$ cat config.mk
export PLATFORM = sky130hd
export DESIGN_NAME = slm_fifo
export DESIGN_NICKNAME = d
export VERILOG_FILES = /design/src/hw/rtl/slm_pkg.sv /design/src/hw/rtl/slm_fifo.sv
export SDC_FILE = /design/constraint.sdc
export NUM_CORES = 1
export LEC_CHECK = 0
export BUFFER_PORTS_ARGS = -buffer_cell sky130_fd_sc_hd__buf_2
export CAP_MARGIN = 15
export CORE_ASPECT_RATIO = 0.7
export CORE_MARGIN = 10
export CORE_UTILIZATION = 48
export CTS_CLUSTER_SIZE = 30
export DETAILED_ROUTE_END_ITERATION = 12
export PLACE_DENSITY = 0.85
export SKIP_LAST_GASP = 1
export SYNTH_ARGS = -nofsm -noshare
export SYNTH_HDL_FRONTEND = slang
export SYNTH_SLANG_ARGS = --single-unit
$ cat constraint.sdc
create_clock -name clk -period 15.1 [get_ports clk]
set_input_delay 0 -clock clk [delete_from_list [all_inputs] [get_ports clk]]
set_output_delay 0 -clock clk [all_outputs]
set_load 0.005 [all_outputs]
$ cat src/hw/rtl/slm_pkg.sv
// Shared types, constants and helpers for the P.56 sound level meter.
// Used by every module of the meter; depends on nothing.
package slm_pkg;

  localparam int SAMPLE_W       = 24;
  localparam int LEVEL_W        = 47;
  localparam int ENV_W          = 48;
  localparam int SUM_W          = 57;
  localparam int ENERGY_W       = 63;
  localparam int WORD_W         = 32;
  localparam int STEP_LEN_W     = 11;
  localparam int STEP_CNT_W     = 10;
  localparam int COEF_W         = 24;
  localparam int HANG_W         = 10;
  localparam int CFG_IDX_W      = 3;
  localparam int CFG_DATA_W     = 24;
  localparam int COEF_FRAC_BITS = 24;
  localparam int MAC_W          = 50;
  localparam int MAX_STEP_LEN   = 1024;
  localparam int NUM_THRESHOLDS_DEF = 29;
  localparam int Q_DEPTH        = 2;

  // register indexes
  localparam logic [CFG_IDX_W-1:0] CFG_STEP_LEN  = 3'd0;
  localparam logic [CFG_IDX_W-1:0] CFG_ENV_COEF  = 3'd1;
  localparam logic [CFG_IDX_W-1:0] CFG_FAST_COEF = 3'd2;
  localparam logic [CFG_IDX_W-1:0] CFG_SLOW_COEF = 3'd3;
  localparam logic [CFG_IDX_W-1:0] CFG_RISE_COEF = 3'd4;
  localparam logic [CFG_IDX_W-1:0] CFG_FALL_COEF = 3'd5;
  localparam logic [CFG_IDX_W-1:0] CFG_HANGOVER  = 3'd6;

  localparam logic [STEP_LEN_W-1:0] RST_STEP_LEN  = 11'd48;
  localparam logic [COEF_W-1:0]     RST_ENV_COEF  = 24'd16765573;
  localparam logic [COEF_W-1:0]     RST_FAST_COEF = 24'd133685;
  localparam logic [COEF_W-1:0]     RST_SLOW_COEF = 24'd16769;
  localparam logic [COEF_W-1:0]     RST_RISE_COEF = 24'd472548;
  localparam logic [COEF_W-1:0]     RST_FALL_COEF = 24'd11180;
  localparam logic [HANG_W-1:0]     RST_HANGOVER  = 10'd200;

  // result kinds
  localparam logic [1:0] KIND_STEP    = 2'd0;
  localparam logic [1:0] KIND_COUNT   = 2'd1;
  localparam logic [1:0] KIND_SUMMARY = 2'd2;

  typedef struct packed {
    logic signed [SAMPLE_W-1:0] sample;
    logic                       end_of_track;
  } in_item_t;

  typedef struct packed {
    logic [1:0]          kind;
    logic                last;
    logic [LEVEL_W-1:0]  peak_sq;
    logic [LEVEL_W-1:0]  mean_sq;
    logic [LEVEL_W-1:0]  envelope_sq;
    logic [LEVEL_W-1:0]  fast_level;
    logic [LEVEL_W-1:0]  slow_level;
    logic [LEVEL_W-1:0]  impulse_level;
    logic [WORD_W-1:0]   index;
    logic [WORD_W-1:0]   over_count;
    logic [ENERGY_W-1:0] total_energy;
  } out_item_t;

  typedef struct packed {
    logic [STEP_LEN_W-1:0] len;
    logic [COEF_W-1:0]     env_coef;
    logic [COEF_W-1:0]     fast_coef;
    logic [COEF_W-1:0]     slow_coef;
    logic [COEF_W-1:0]     rise_coef;
    logic [COEF_W-1:0]     fall_coef;
    logic [HANG_W-1:0]     hangover;
  } cfg_t;

  // one request from the front to the back
  typedef struct packed {
    logic                  has_step;
    logic                  eot;
    logic [LEVEL_W-1:0]    block_peak;
    logic [SUM_W-1:0]      square_sum;
    logic [ENV_W-1:0]      env_out;
    logic [STEP_LEN_W-1:0] len;
    logic [LEVEL_W-1:0]    overall_peak;
  } q_entry_t;

  typedef enum logic [2:0] {
    F_IDLE, F_SQ, F_MID_A, F_MID_B, F_OUT_A, F_OUT_B, F_PUSH
  } front_state_t;

  typedef enum logic [3:0] {
    B_IDLE, B_DIV, B_ESQ, B_THR, B_FAST_X, B_FAST_R, B_SLOW_X, B_SLOW_R,
    B_RISE_X, B_RISE_R, B_IMP, B_STEP_OUT, B_CNT_OUT, B_SUM_OUT
  } back_state_t;

  function automatic logic [COEF_W:0] coef_b(input logic [COEF_W-1:0] c);
    coef_b = (COEF_W+1)'(1 << COEF_FRAC_BITS) - {1'b0, c};
  endfunction

  function automatic logic [LEVEL_W-1:0] sat47(input logic [MAC_W:0] x);
    sat47 = (x > (MAC_W+1)'({LEVEL_W{1'b1}})) ? {LEVEL_W{1'b1}} : x[LEVEL_W-1:0];
  endfunction

  function automatic logic [ENV_W-1:0] sat48(input logic [MAC_W:0] x);
    sat48 = (x > (MAC_W+1)'({ENV_W{1'b1}})) ? {ENV_W{1'b1}} : x[ENV_W-1:0];
  endfunction

endpackage

$ cat src/hw/rtl/slm_fifo.sv
// Short request queue between the front and the back of the meter.
// Holds slm_pkg::q_entry_t requests; depends on slm_pkg.
module slm_fifo #(
  parameter int DEPTH = slm_pkg::Q_DEPTH
) (
  input  logic              clk,
  input  logic              rst,
  input  logic              push,
  input  slm_pkg::q_entry_t push_data,
  output logic              full,
  input  logic              pop,
  output slm_pkg::q_entry_t pop_data,
  output logic              empty
);

  localparam int PTR_W = (DEPTH > 1) ? $clog2(DEPTH) : 1;
  localparam int CNT_W = $clog2(DEPTH + 1);

  slm_pkg::q_entry_t mem [DEPTH];
  logic [PTR_W-1:0]  wr_ptr;
  logic [PTR_W-1:0]  rd_ptr;
  logic [CNT_W-1:0]  count;

  assign full     = (count == CNT_W'(DEPTH));
  assign empty    = (count == '0);
  assign pop_data = mem[rd_ptr];

  always_ff @(posedge clk) begin
    if (rst) begin
      wr_ptr <= '0;
      rd_ptr <= '0;
      count  <= '0;
    end else begin
      if (push) begin
        mem[wr_ptr] <= push_data;
        wr_ptr <= (wr_ptr == PTR_W'(DEPTH - 1)) ? '0 : wr_ptr + PTR_W'(1);
      end
      if (pop) begin
        rd_ptr <= (rd_ptr == PTR_W'(DEPTH - 1)) ? '0 : rd_ptr + PTR_W'(1);
      end
      if (push && !pop) begin
        count <= count + CNT_W'(1);
      end else if (pop && !push) begin
        count <= count - CNT_W'(1);
      end
    end
  end

endmodule

==> flow_summary.ini <==
[global_route]
grt_pass1_wl_um = 63300
track_usage = 0.198
grt-ovfl-total = 0
grt_max_degree = 75
antenna_found_initial = 4
grt_pass1_vias = 10100

[setup_path]
cp_slowest_cell = dfxtp_4
end_kind = output port
start_kind = flip-flop
r2r-start = wr_ptr
required_ns = 15.10
reg2reg_depth = 2
rr_endpoint = mem[0][101]
endpoint = pop_data[201]
rrSetupSlack_ns = 12.55
cp.arrival_ns = 3.15
crit_path_max_fanout = 60
worstPathCellList = buf_4, mux2_2, buf_2
cp_slowest_stage_delay_ns = 0.94
path_class = reg2out

[floorplanning]
ios = 430
core_area_um2 = 33600
dieArea_um2 = 42000
fp-row-count = 56
die_w_um = 241
die_h_um = 174
start_util = 0.487

[yosys]
ys_seq_area_frac = 0.785
syn_area_per_cell_um2 = 24.0
ys_seq_elements = 429
ys_types = 18
syn-instance-count = 682
yosysWarnings = 0
syn-cell-area_um2 = 16400
syn_nets = 899

[detailed_routing]
drt_iter0_markers = 588
wl_met1_um = 15400
wire_per_inst_um = 23.5
drc = 0
wl_met3_um = 3380
num_vias = 9133
drt_first_pass_iters = 4
vias_per_cell = 5.00
ant_nets = 0
routed_wirelength_um = 42900
highest_layer = met4
wl_met2_um = 23100

[place]
place_ws_ns = 12.50
io_buffers = 429
gp_congestion = 0.774
hpwl_um = 26100
placedCellCount = 1531

[timing]
report.final.slew_viol_count = 0
postLayoutSetupSlackWorst_ns = 11.95
max_freq_mhz = 318
min_period_ns = 3.15
setup_violations = 0
setup_tns_ns = 0
fin_skew_ns = 0.0138
finalHoldViolCount = 0
slew_headroom = 0.247
finalCritPeriodShare = 0.208
tightest_slew_ns = 1.13
rsz0062_at_grt = false

[clocking]
postCtsSetupRepairBufs = 0
clock_latency_ns = 0.54
clk_path_buf_depth = 3
cts-resized-gates = 0
root_buffer = clkbuf_16
cts_buffers = 41
htreeDepth = 2
cts_tree = done
clkSlewWorstSetupHoldPaths_ns = 0.07
clock_sinks = 429

[pwr]
ir_worst_vdd_mv = 0.126
p_leak_nw = 8.74
power_density_nw_per_um2 = 121

[final_layout]
regArea_um2 = 12800
fillerInstances = 2121
multi_input_area_um2 = 3180
utilization = 0.664
fin_nets = 1573
area_delta_synth_final_pct = 36.2
final-instance-count-excl-fill = 1827
drive_gt1_frac = 0.514

[outcome]
status = complete, no violations

[run]
timing.max_cap.violations = 0

[hold_path]
holdPathStages = 2
hold_class = in2reg
## how the worst min path moves through the flow
stage,from,to,slack (ns)
finish,push_data[121],mem[0][121],0.19
global route,push_data[9],mem[1][9],0.17
CTS,push_data[8],mem[1][8],0.15
detailed placement,push_data[173],mem[1][173],0.19
global placement,push_data[89],mem[1][89],0.19
floorplan,rst,count[1],0.07
## what timing repair did
| item | 4_1_cts | 5_1_grt |
|---|---|---|
| hold endpoints to repair | 431 | 0 |
| endpoints found under the setup margin | 0 | 0 |
| hold buffers | 217 | 0 |
## power by group
group	switching, mW	internal, mW	total [mW]
Clock	0.432	0.579	1.01
Combinational	0.134	0.176	0.310
Sequential	0.0207	1.36	1.38
Total	0.586	2.12	2.70
## per-stage QoR
step	hold slack (ns)	area (µm²)	total power [mW]
after floorplan	0.0691	16400	1.57
after CTS	0.151	22300	2.71
after global routing	0.172	22300	2.79
final	0.188	22300	2.70
after detailed placement	0.191	18800	1.66
after global placement	0.188	18800	1.65
## Yosys cell counts
cell type,count,area share
xnor2_1,2,0.0011
nor2b_1,1,0.00038
nor3b_1,1,0.00046
xor2_1,2,0.0011
ha_1,1,0.00077
buf_12,11,0.013
o21ai_0,1,0.00031
inv_1,1,0.00023
or3_1,1,0.00038
nor2_1,5,0.0011
mux2_4,180,0.17
edfxtp_1,424,0.78
dfxtp_1,5,0.0061
buf_2,3,0.00092
buf_6,10,0.0069
a21oi_1,1,0.00031
mux2_2,32,0.022
and3b_1,1,0.00054
## placed cells by master, fill, tap and decap left out, types with 2 or more instances in the layout
cell / synthesis / routed
clkinv_2: 0 / 9
clkbuf_1: 0 / 10
clkinv_1: 0 / 5
mux2_4: 180 / 180
xor2_1: 2 / 2
edfxtp_1: 424 / 424
xnor2_1: 2 / 2
mux2_2: 32 / 32
nor2_1: 5 / 5
clkinvlp_4: 0 / 3
buf_4: 0 / 9
buf_2: 3 / 429
bufinv_16: 0 / 3
dfxtp_1: 5 / 4
clkbuf_16: 0 / 43
dlygate4sd3_1: 0 / 217
diode_2: 0 / 4
## flip-flops by register name (all words and copies together) (netlist names), named ones only
signal	count
rd_ptr	1
mem	424
wr_ptr	1
count	2
## critical path: cells and delay by family, from the launching register on
kind / cells / cell delay, ns
multiplexers: 1 / 0.44
buffers and inverters: 2 / 1.07
flip-flops: 1 / 0.94
## layout make-up
class / instances / area share
antenna: 4 / 0.000449
clock buffer: 54 / 0.0506
clock inverter: 21 / 0.00831
inverter: 1 / 0.000169
multi-input combinational: 228 / 0.143
sequential: 429 / 0.576
tap: 435 / 0.0244
timing repair buffer: 655 / 0.197
## cells by family after synthesis
family                   synth area share
flip-flops                          0.785
multiplexers                        0.187
buffers and inverters              0.0215
AND/OR/NAND/NOR                   0.00291
XOR/XNOR                          0.00214
AO/OA/AOI/OAI                    0.000612
adder cells (fa/ha/maj)          0.000765
## layer usage
metal,up-vias,GRT usage
li1,4071,-
met1,4618,0.220
met2,375,0.360
met3,69,0.0545
met4,0,0.0578
met5,-,0
Power figures use the tool's default switching activity.
