[config.mk]
export PLATFORM = sky130hd
export DESIGN_NAME = slm_front
export DESIGN_NICKNAME = d
export VERILOG_FILES = /design/src/hw/rtl/slm_pkg.sv /design/src/hw/rtl/slm_mac.sv /design/src/hw/rtl/slm_front.sv
export SDC_FILE = /design/constraint.sdc
export NUM_CORES = 2
export LEC_CHECK = 0
export BUFFER_PORTS_ARGS = -buffer_cell sky130_fd_sc_hd__buf_2
export CAP_MARGIN = 0
export CORE_UTILIZATION = 50
export DETAILED_ROUTE_END_ITERATION = 8
export PLACE_DENSITY = 0.67
export SYNTH_ARGS = -nofsm -noshare
export SYNTH_HDL_FRONTEND = slang
export SYNTH_SLANG_ARGS = --single-unit
[constraint.sdc]
create_clock -name clk -period 11.7 [get_ports clk]
set_clock_uncertainty 0.05 [all_clocks]
set_input_delay 2.34 -clock clk [delete_from_list [all_inputs] [get_ports clk]]
set_output_delay 2.34 -clock clk [all_outputs]
set_load 0.1 [all_outputs]
[src/hw/rtl/slm_pkg.sv]
// Shared types, constants and helpers for the P.56 sound level meter.
// Used by every module of the meter; depends on nothing.
package slm_pkg;

  localparam int SAMPLE_W       = 24;
  localparam int LEVEL_W        = 47;
  localparam int ENV_W          = 48;
  localparam int SUM_W          = 57;
  localparam int ENERGY_W       = 63;
  localparam int WORD_W         = 32;
  localparam int STEP_LEN_W     = 11;
  localparam int STEP_CNT_W     = 10;
  localparam int COEF_W         = 24;
  localparam int HANG_W         = 10;
  localparam int CFG_IDX_W      = 3;
  localparam int CFG_DATA_W     = 24;
  localparam int COEF_FRAC_BITS = 24;
  localparam int MAC_W          = 50;
  localparam int MAX_STEP_LEN   = 1024;
  localparam int NUM_THRESHOLDS_DEF = 29;
  localparam int Q_DEPTH        = 2;

  // register indexes
  localparam logic [CFG_IDX_W-1:0] CFG_STEP_LEN  = 3'd0;
  localparam logic [CFG_IDX_W-1:0] CFG_ENV_COEF  = 3'd1;
  localparam logic [CFG_IDX_W-1:0] CFG_FAST_COEF = 3'd2;
  localparam logic [CFG_IDX_W-1:0] CFG_SLOW_COEF = 3'd3;
  localparam logic [CFG_IDX_W-1:0] CFG_RISE_COEF = 3'd4;
  localparam logic [CFG_IDX_W-1:0] CFG_FALL_COEF = 3'd5;
  localparam logic [CFG_IDX_W-1:0] CFG_HANGOVER  = 3'd6;

  localparam logic [STEP_LEN_W-1:0] RST_STEP_LEN  = 11'd48;
  localparam logic [COEF_W-1:0]     RST_ENV_COEF  = 24'd16765573;
  localparam logic [COEF_W-1:0]     RST_FAST_COEF = 24'd133685;
  localparam logic [COEF_W-1:0]     RST_SLOW_COEF = 24'd16769;
  localparam logic [COEF_W-1:0]     RST_RISE_COEF = 24'd472548;
  localparam logic [COEF_W-1:0]     RST_FALL_COEF = 24'd11180;
  localparam logic [HANG_W-1:0]     RST_HANGOVER  = 10'd200;

  // result kinds
  localparam logic [1:0] KIND_STEP    = 2'd0;
  localparam logic [1:0] KIND_COUNT   = 2'd1;
  localparam logic [1:0] KIND_SUMMARY = 2'd2;

  typedef struct packed {
    logic signed [SAMPLE_W-1:0] sample;
    logic                       end_of_track;
  } in_item_t;

  typedef struct packed {
    logic [1:0]          kind;
    logic                last;
    logic [LEVEL_W-1:0]  peak_sq;
    logic [LEVEL_W-1:0]  mean_sq;
    logic [LEVEL_W-1:0]  envelope_sq;
    logic [LEVEL_W-1:0]  fast_level;
    logic [LEVEL_W-1:0]  slow_level;
    logic [LEVEL_W-1:0]  impulse_level;
    logic [WORD_W-1:0]   index;
    logic [WORD_W-1:0]   over_count;
    logic [ENERGY_W-1:0] total_energy;
  } out_item_t;

  typedef struct packed {
    logic [STEP_LEN_W-1:0] len;
    logic [COEF_W-1:0]     env_coef;
    logic [COEF_W-1:0]     fast_coef;
    logic [COEF_W-1:0]     slow_coef;
    logic [COEF_W-1:0]     rise_coef;
    logic [COEF_W-1:0]     fall_coef;
    logic [HANG_W-1:0]     hangover;
  } cfg_t;

  // one request from the front to the back
  typedef struct packed {
    logic                  has_step;
    logic                  eot;
    logic [LEVEL_W-1:0]    block_peak;
    logic [SUM_W-1:0]      square_sum;
    logic [ENV_W-1:0]      env_out;
    logic [STEP_LEN_W-1:0] len;
    logic [LEVEL_W-1:0]    overall_peak;
  } q_entry_t;

  typedef enum logic [2:0] {
    F_IDLE, F_SQ, F_MID_A, F_MID_B, F_OUT_A, F_OUT_B, F_PUSH
  } front_state_t;

  typedef enum logic [3:0] {
    B_IDLE, B_DIV, B_ESQ, B_THR, B_FAST_X, B_FAST_R, B_SLOW_X, B_SLOW_R,
    B_RISE_X, B_RISE_R, B_IMP, B_STEP_OUT, B_CNT_OUT, B_SUM_OUT
  } back_state_t;

  function automatic logic [COEF_W:0] coef_b(input logic [COEF_W-1:0] c);
    coef_b = (COEF_W+1)'(1 << COEF_FRAC_BITS) - {1'b0, c};
  endfunction

  function automatic logic [LEVEL_W-1:0] sat47(input logic [MAC_W:0] x);
    sat47 = (x > (MAC_W+1)'({LEVEL_W{1'b1}})) ? {LEVEL_W{1'b1}} : x[LEVEL_W-1:0];
  endfunction

  function automatic logic [ENV_W-1:0] sat48(input logic [MAC_W:0] x);
    sat48 = (x > (MAC_W+1)'({ENV_W{1'b1}})) ? {ENV_W{1'b1}} : x[ENV_W-1:0];
  endfunction

endpackage

[src/hw/rtl/slm_mac.sv]
// Multi-cycle rounded product round(v * c / 2^24), saturated to MAC_W bits.
// One 24x25 multiplier walks three 24-bit digits of v. Depends on slm_pkg.
module slm_mac (
  input  logic                            clk,
  input  logic                            rst,
  input  logic                            start,
  input  logic [slm_pkg::SUM_W-1:0]       v,
  input  logic [slm_pkg::COEF_W:0]        c,
  output logic                            done,
  output logic [slm_pkg::MAC_W-1:0]       res
);

  logic                            busy;
  logic [1:0]                      ph;
  logic [slm_pkg::SUM_W-1:0]       vr;
  logic [slm_pkg::COEF_W:0]        cr;
  logic [48:0]                     prod;
  logic [23:0]                     digit;
  logic [57:0]                     top_sum;

  always_comb begin
    unique case (ph)
      2'd0:    digit = vr[23:0];
      2'd1:    digit = vr[47:24];
      default: digit = {15'd0, vr[56:48]};
    endcase
    top_sum = {8'd0, res} + {prod[33:0], 24'd0};
  end

  always_ff @(posedge clk) begin
    if (rst) begin
      busy <= 1'b0;
      done <= 1'b0;
      ph   <= 2'd0;
    end else begin
      done <= 1'b0;
      if (start) begin
        vr   <= v;
        cr   <= c;
        ph   <= 2'd0;
        busy <= 1'b1;
      end else if (busy) begin
        prod <= digit * cr;
        ph   <= ph + 2'd1;
        unique case (ph)
          2'd0: res <= '0;
          2'd1: res <= slm_pkg::MAC_W'((prod + 49'(1 << 23)) >> 24);
          2'd2: res <= res + slm_pkg::MAC_W'(prod);
          default: begin
            // top digit adds at 2^24, clamp
            res  <= (top_sum[57:50] != '0) ? '1 : top_sum[49:0];
            busy <= 1'b0;
            done <= 1'b1;
          end
        endcase
      end
    end
  end

endmodule

[src/hw/rtl/slm_front.sv]
// Front of the meter: takes samples, squares them, runs the two-pole envelope
// and block sums, and queues a request per finished block or end of track.
// Depends on slm_pkg and slm_mac.
module slm_front (
  input  logic              clk,
  input  logic              rst,
  input  logic              in_valid,
  output logic              in_ready,
  input  slm_pkg::in_item_t in_data,
  input  slm_pkg::cfg_t     cfg,
  output logic              push,
  output slm_pkg::q_entry_t push_data,
  input  logic              q_full
);

  slm_pkg::front_state_t st, st_next;

  logic [slm_pkg::SAMPLE_W-1:0]   mag;
  logic                           eot_r;
  logic [slm_pkg::STEP_CNT_W-1:0] step_cnt;
  logic [slm_pkg::SUM_W-1:0]      square_sum;
  logic [slm_pkg::LEVEL_W-1:0]    block_peak;
  logic [slm_pkg::LEVEL_W-1:0]    overall_peak;
  logic [slm_pkg::ENV_W-1:0]      env_mid;
  logic [slm_pkg::ENV_W-1:0]      env_out;
  logic [slm_pkg::MAC_W-1:0]      tmp;
  logic                           mac_pend;

  logic                           mac_start;
  logic [slm_pkg::SUM_W-1:0]      mac_v;
  logic [slm_pkg::COEF_W:0]       mac_c;
  logic                           mac_done;
  logic [slm_pkg::MAC_W-1:0]      mac_res;
  logic [slm_pkg::MAC_W:0]        env_sum;
  logic [slm_pkg::LEVEL_W-1:0]    sq;
  logic [slm_pkg::STEP_LEN_W-1:0] cnt_inc;
  logic                           step_done;
  logic [slm_pkg::SAMPLE_W-1:0]   neg_sample;

  assign neg_sample = ~in_data.sample + 24'd1;
  assign sq         = slm_pkg::LEVEL_W'(mag * mag);
  assign cnt_inc    = {1'b0, step_cnt} + 11'd1;
  assign step_done  = (cnt_inc >= cfg.len);
  assign env_sum    = {1'b0, tmp} + {1'b0, mac_res};

  assign push_data.has_step     = step_done;
  assign push_data.eot          = eot_r;
  assign push_data.block_peak   = block_peak;
  assign push_data.square_sum   = square_sum;
  assign push_data.env_out      = env_out;
  assign push_data.len          = cfg.len;
  assign push_data.overall_peak = overall_peak;

  slm_mac u_mac (
    .clk   (clk),
    .rst   (rst),
    .start (mac_start),
    .v     (mac_v),
    .c     (mac_c),
    .done  (mac_done),
    .res   (mac_res)
  );

  always_comb begin
    st_next   = st;
    in_ready  = 1'b0;
    push      = 1'b0;
    mac_start = 1'b0;
    mac_v     = {9'd0, env_mid};
    mac_c     = {1'b0, cfg.env_coef};
    unique case (st)
      slm_pkg::F_IDLE: begin
        in_ready = 1'b1;
        if (in_valid) st_next = slm_pkg::F_SQ;
      end
      slm_pkg::F_SQ: st_next = slm_pkg::F_MID_A;
      slm_pkg::F_MID_A: begin
        mac_start = !mac_pend;
        if (mac_done) st_next = slm_pkg::F_MID_B;
      end
      slm_pkg::F_MID_B: begin
        // exact mag * B: the low digit is zero
        mac_v     = {9'd0, mag, 24'd0};
        mac_c     = slm_pkg::coef_b(cfg.env_coef);
        mac_start = !mac_pend;
        if (mac_done) st_next = slm_pkg::F_OUT_A;
      end
      slm_pkg::F_OUT_A: begin
        mac_v     = {9'd0, env_out};
        mac_start = !mac_pend;
        if (mac_done) st_next = slm_pkg::F_OUT_B;
      end
      slm_pkg::F_OUT_B: begin
        mac_c     = slm_pkg::coef_b(cfg.env_coef);
        mac_start = !mac_pend;
        if (mac_done) st_next = slm_pkg::F_PUSH;
      end
      slm_pkg::F_PUSH: begin
        if (!((step_done || eot_r) && q_full)) begin
          push    = step_done || eot_r;
          st_next = slm_pkg::F_IDLE;
        end
      end
      default: st_next = slm_pkg::F_IDLE;
    endcase
  end

  always_ff @(posedge clk) begin
    if (rst) begin
      st <= slm_pkg::F_IDLE;
    end else begin
      st <= st_next;
    end
  end

  always_ff @(posedge clk) begin
    if (rst) begin
      mac_pend     <= 1'b0;
      step_cnt     <= '0;
      square_sum   <= '0;
      block_peak   <= '0;
      overall_peak <= '0;
      env_mid      <= '0;
      env_out      <= '0;
    end else begin
      if (mac_start) mac_pend <= 1'b1;
      if (mac_done)  mac_pend <= 1'b0;
      unique case (st)
        slm_pkg::F_IDLE: begin
          if (in_valid) begin
            mag   <= in_data.sample[slm_pkg::SAMPLE_W-1] ? neg_sample : in_data.sample;
            eot_r <= in_data.end_of_track;
          end
        end
        slm_pkg::F_SQ: begin
          square_sum <= square_sum + slm_pkg::SUM_W'(sq);
          if (sq > block_peak)   block_peak   <= sq;
          if (sq > overall_peak) overall_peak <= sq;
        end
        slm_pkg::F_MID_A, slm_pkg::F_OUT_A: begin
          if (mac_done) tmp <= mac_res;
        end
        slm_pkg::F_MID_B: begin
          if (mac_done) env_mid <= slm_pkg::sat48(env_sum);
        end
        slm_pkg::F_OUT_B: begin
          if (mac_done) env_out <= slm_pkg::sat48(env_sum);
        end
        slm_pkg::F_PUSH: begin
          if (st_next == slm_pkg::F_IDLE) begin
            if (step_done || eot_r) begin
              step_cnt   <= '0;
              square_sum <= '0;
              block_peak <= '0;
            end else begin
              step_cnt <= cnt_inc[slm_pkg::STEP_CNT_W-1:0];
            end
            if (eot_r) begin
              overall_peak <= '0;
              env_mid      <= '0;
              env_out      <= '0;
            end
          end
        end
        default: ;
      endcase
    end
  end

endmodule

==> flow_metrics.env <==
export IMPL_outcome="finished, final reports clean"
export IMPL_reg2reg_to="block_peak[46]$_SDFFE_PP0P_"
export IMPL_drt_initial_drc_count=4037
export IMPL_finalNetCount=9261
export IMPL_synth_top_area_frac=0.2790
export IMPL_hold_path_end="square_sum[41]$_SDFFE_PP0P_"
export IMPL_wl_per_cell_um=21.66
export IMPL_ys_seq_area_frac=0.1884
export IMPL_avgSynthCellArea_um2=9.103
export IMPL_reg2reg_depth=37
export IMPL_clk_pin_slew_ns=0.06
export IMPL_ys_ff_latch=510
export IMPL_synthTopCellsByCount="1278 x inv_1, 938 x fa_1, 797 x nand2_1, 632 x ha_1, 379 x a21oi_1"
export IMPL_ant_nets=0
export IMPL_via_count=53470
export IMPL_grt_setup_unrepaired="no"
export IMPL_synth_async_sr_flop_share=0
export IMPL_hold_path_class="flip-flop to flip-flop"
export IMPL_holdPathStages=2
export IMPL_drc=0
export IMPL_synth_simple_gate_area_share=0.1403
export IMPL_cp_start_kind="flip-flop"
export IMPL_grt_max_degree=76
export IMPL_finalSetupViolCount=0
export IMPL_cp_max_fo=17
export IMPL_clock_root_buffer="clkbuf_16"
export IMPL_cts_tree="done"
export IMPL_chipHeight_um=368.9
export IMPL_die_width_um=368.9
export IMPL_path_common_cell="a21o_1"
export IMPL_grt_pass1_wl_mm=315.2
export IMPL_slew_headroom=0.1476
export IMPL_die_area_um2=136100
export IMPL_ctsResizeCount=0
export IMPL_grt_overflow=0
export IMPL_cpPeakStageDelay_ns=0.82
export IMPL_r2r_start="mag[11]$_DFFE_PP_"
export IMPL_postCtsHoldBufs=0
export IMPL_ff_latch_area_um2=12680
export IMPL_yosysUniqueCellTypes=80
export IMPL_synth_edf_count=247
export IMPL_synth_adder_area_share=0.3964
export IMPL_synth_compound_area_share=0.1371
export IMPL_crit_path_end_kind="flip-flop"
export IMPL_min_from="square_sum[41]$_SDFFE_PP0P_"
export IMPL_cts_htree_levels=3
export IMPL_core_um2=133500
export IMPL_antenna_found_initial=7
export IMPL_arrival_ns=11.70
export IMPL_drive_gt1_frac=0.07659
export IMPL_rrSetupSlack_ns=0.59
export IMPL_syn_cell_area_um2=67320
export IMPL_drv_slew=0
export IMPL_dpl_hpwl_mm=162.9
export IMPL_place_gp_congestion=0.9688
export IMPL_start_util=0.5044
export IMPL_clock_sinks=510
export IMPL_required_ns=12.29
export IMPL_synth_top_family_by_area="adder cells"
export IMPL_io_pin_count=384
export IMPL_first_global_vias=54530
export IMPL_core_rowCount=134
export IMPL_synth_top_area_cell="fa_1"
export IMPL_cts_buffer_depth=3
export IMPL_multiInputGateArea_um2=48590
export IMPL_grt_total_usage=0.3003
export IMPL_post_cts_buffers=0
export IMPL_ys_flop_type="dfxtp_1"
export IMPL_wirelength_mm=202.3
export IMPL_min_period_over_period=0.9492
export IMPL_numCtsBuffers=66
export IMPL_synth_area_leaders="fa_1 28%, ha_1 12%, edfxtp_1 11%"
export IMPL_nFillCells=12150
export IMPL_clock_latency_ns=0.69
export IMPL_worstMarginPinSlew_ns=1.279
export IMPL_area_growth_pct=8.425
export IMPL_via_per_inst=5.724
export IMPL_cap_violations=0
export IMPL_fin_tns_setup_ns=0
export IMPL_slowest_stage="nor2_1"
export IMPL_syn_inst=7395
export IMPL_dr_pass1_iters=5
export IMPL_synth_xor_area_share=0.04177
export IMPL_path_class="flip-flop to flip-flop"
export IMPL_clock_fmax_mhz=90.04
export IMPL_io_buffers=275
export IMPL_finalCriticalPeriod_ns=11.11
export IMPL_yosysWarnings=0
export IMPL_hold_viol=0
export IMPL_yosysMostFrequentCell="inv_1"
export IMPL_synthMuxAreaShare=0.003903
-- kinds of logic (layout without fill, tap and decap cells) --
kind of cell | count (synthesis) | in the layout
other | 1 | 3
adders and majority gates | 1570 | 1570
DFF | 510 | 510
buffers and inverters | 1631 | 1808
xor gates and xnor gates | 321 | 321
AOI/OAI and AO/OA | 1351 | 1351
muxes | 26 | 26
and+or+nand+nor | 1985 | 1985
-- metal layers --
layer / track usage / up-vias / part of all wire
li1: - / 24490 / -
met1: 0.3772 / 26720 / 0.40
met2: 0.5039 / 1871 / 0.48
met3: 0.05876 / 378 / 0.077
met4: 0.1255 / 10 / 0.045
met5: 0 / - / 0.00033
-- registers in the layout, summed over array words and instances, names as in the netlist --
register / count
block_peak: 46
env_mid: 48
env_out: 48
eot_r: 1
mac_pend: 1
mag: 24
overall_peak: 46
square_sum: 57
st: 3
step_cnt: 10
tmp: 50
u_mac.busy: 1
u_mac.cr: 25
u_mac.done: 1
u_mac.ph: 2
u_mac.prod: 49
u_mac.res: 50
u_mac.vr: 48
-- worst max-delay path by stage --
stage	depth (start not counted)	startpoint	to	slack (ns)
CTS	37	mag[11]$_DFFE_PP_	block_peak[46]$_SDFFE_PP0P_	0.72
finish	37	mag[11]$_DFFE_PP_	block_peak[46]$_SDFFE_PP0P_	0.59
floorplan	35	mag[5]$_DFFE_PP_	block_peak[10]$_SDFFE_PP0P_	1.93
detailed placement	37	mag[11]$_DFFE_PP_	block_peak[34]$_SDFFE_PP0P_	0.71
global placement	37	mag[11]$_DFFE_PP_	block_peak[41]$_SDFFE_PP0P_	0.79
global route	37	mag[11]$_DFFE_PP_	block_peak[42]$_SDFFE_PP0P_	0.05
-- critical path: cells and delay by family, from the launching register on --
family,cells,cell delay [ns]
AOI/OAI and AO/OA,18,3.93
adders and majority gates,9,4.04
buffers and inverters,5,0.60
DFF,1,0.81
and+or+nand+nor,5,1.62
-- layout by cell type, fill, tap and decap left out, types with 48 or more instances in the layout --
cell type | netlist | final
edfxtp_1 | 247 | 247
xnor2_1 | 214 | 214
nor3_1 | 56 | 53
a221o_1 | 101 | 101
and3_1 | 54 | 54
nand3_1 | 96 | 96
dfxtp_1 | 263 | 263
o21ai_0 | 176 | 176
nor2_1 | 356 | 354
a31oi_1 | 74 | 74
a21oi_1 | 379 | 374
buf_4 | 15 | 133
and2_1 | 220 | 217
inv_1 | 1278 | 1278
fa_1 | 938 | 938
clkbuf_16 | 0 | 69
nand2b_1 | 51 | 51
ha_1 | 632 | 631
a22o_1 | 59 | 59
nor2b_1 | 174 | 174
o21bai_1 | 48 | 48
nand2_1 | 797 | 797
a21o_1 | 203 | 203
buf_2 | 13 | 274
nand4_1 | 60 | 60
xor2_1 | 107 | 107
-- area by class of cell --
type / count / share of cell area
timing repair buffer: 409 / 0.03302
antenna: 1 / 0.00003429
sequential: 510 / 0.1738
tap: 1768 / 0.03031
clock inverter: 34 / 0.006274
clock buffer: 86 / 0.02508
inverter: 1279 / 0.06578
multi-input combinational: 5255 / 0.6658
-- stage by stage --
stage / utilization / instance area [µm²] / hold WS, ns / std cells / setup slack, ns
detailed placement: 0.5297 / 70700 / 0.4135 / 9221 / 0.7132
global placement: 0.5297 / 70700 / 0.4098 / 9221 / 0.7911
finish: 0.5469 / 72990 / 0.4255 / 9342 / 0.5938
floorplan: - / 67320 / 0.4050 / 7396 / 1.933
CTS: 0.5469 / 72990 / 0.4231 / 9341 / 0.7155
global route: 0.5469 / 72990 / 0.4483 / 9341 / 0.04538
Power is left out: the tool's default activity adds up to more than one toggle a clock period on the data nets, which glitch-free logic cannot reach.
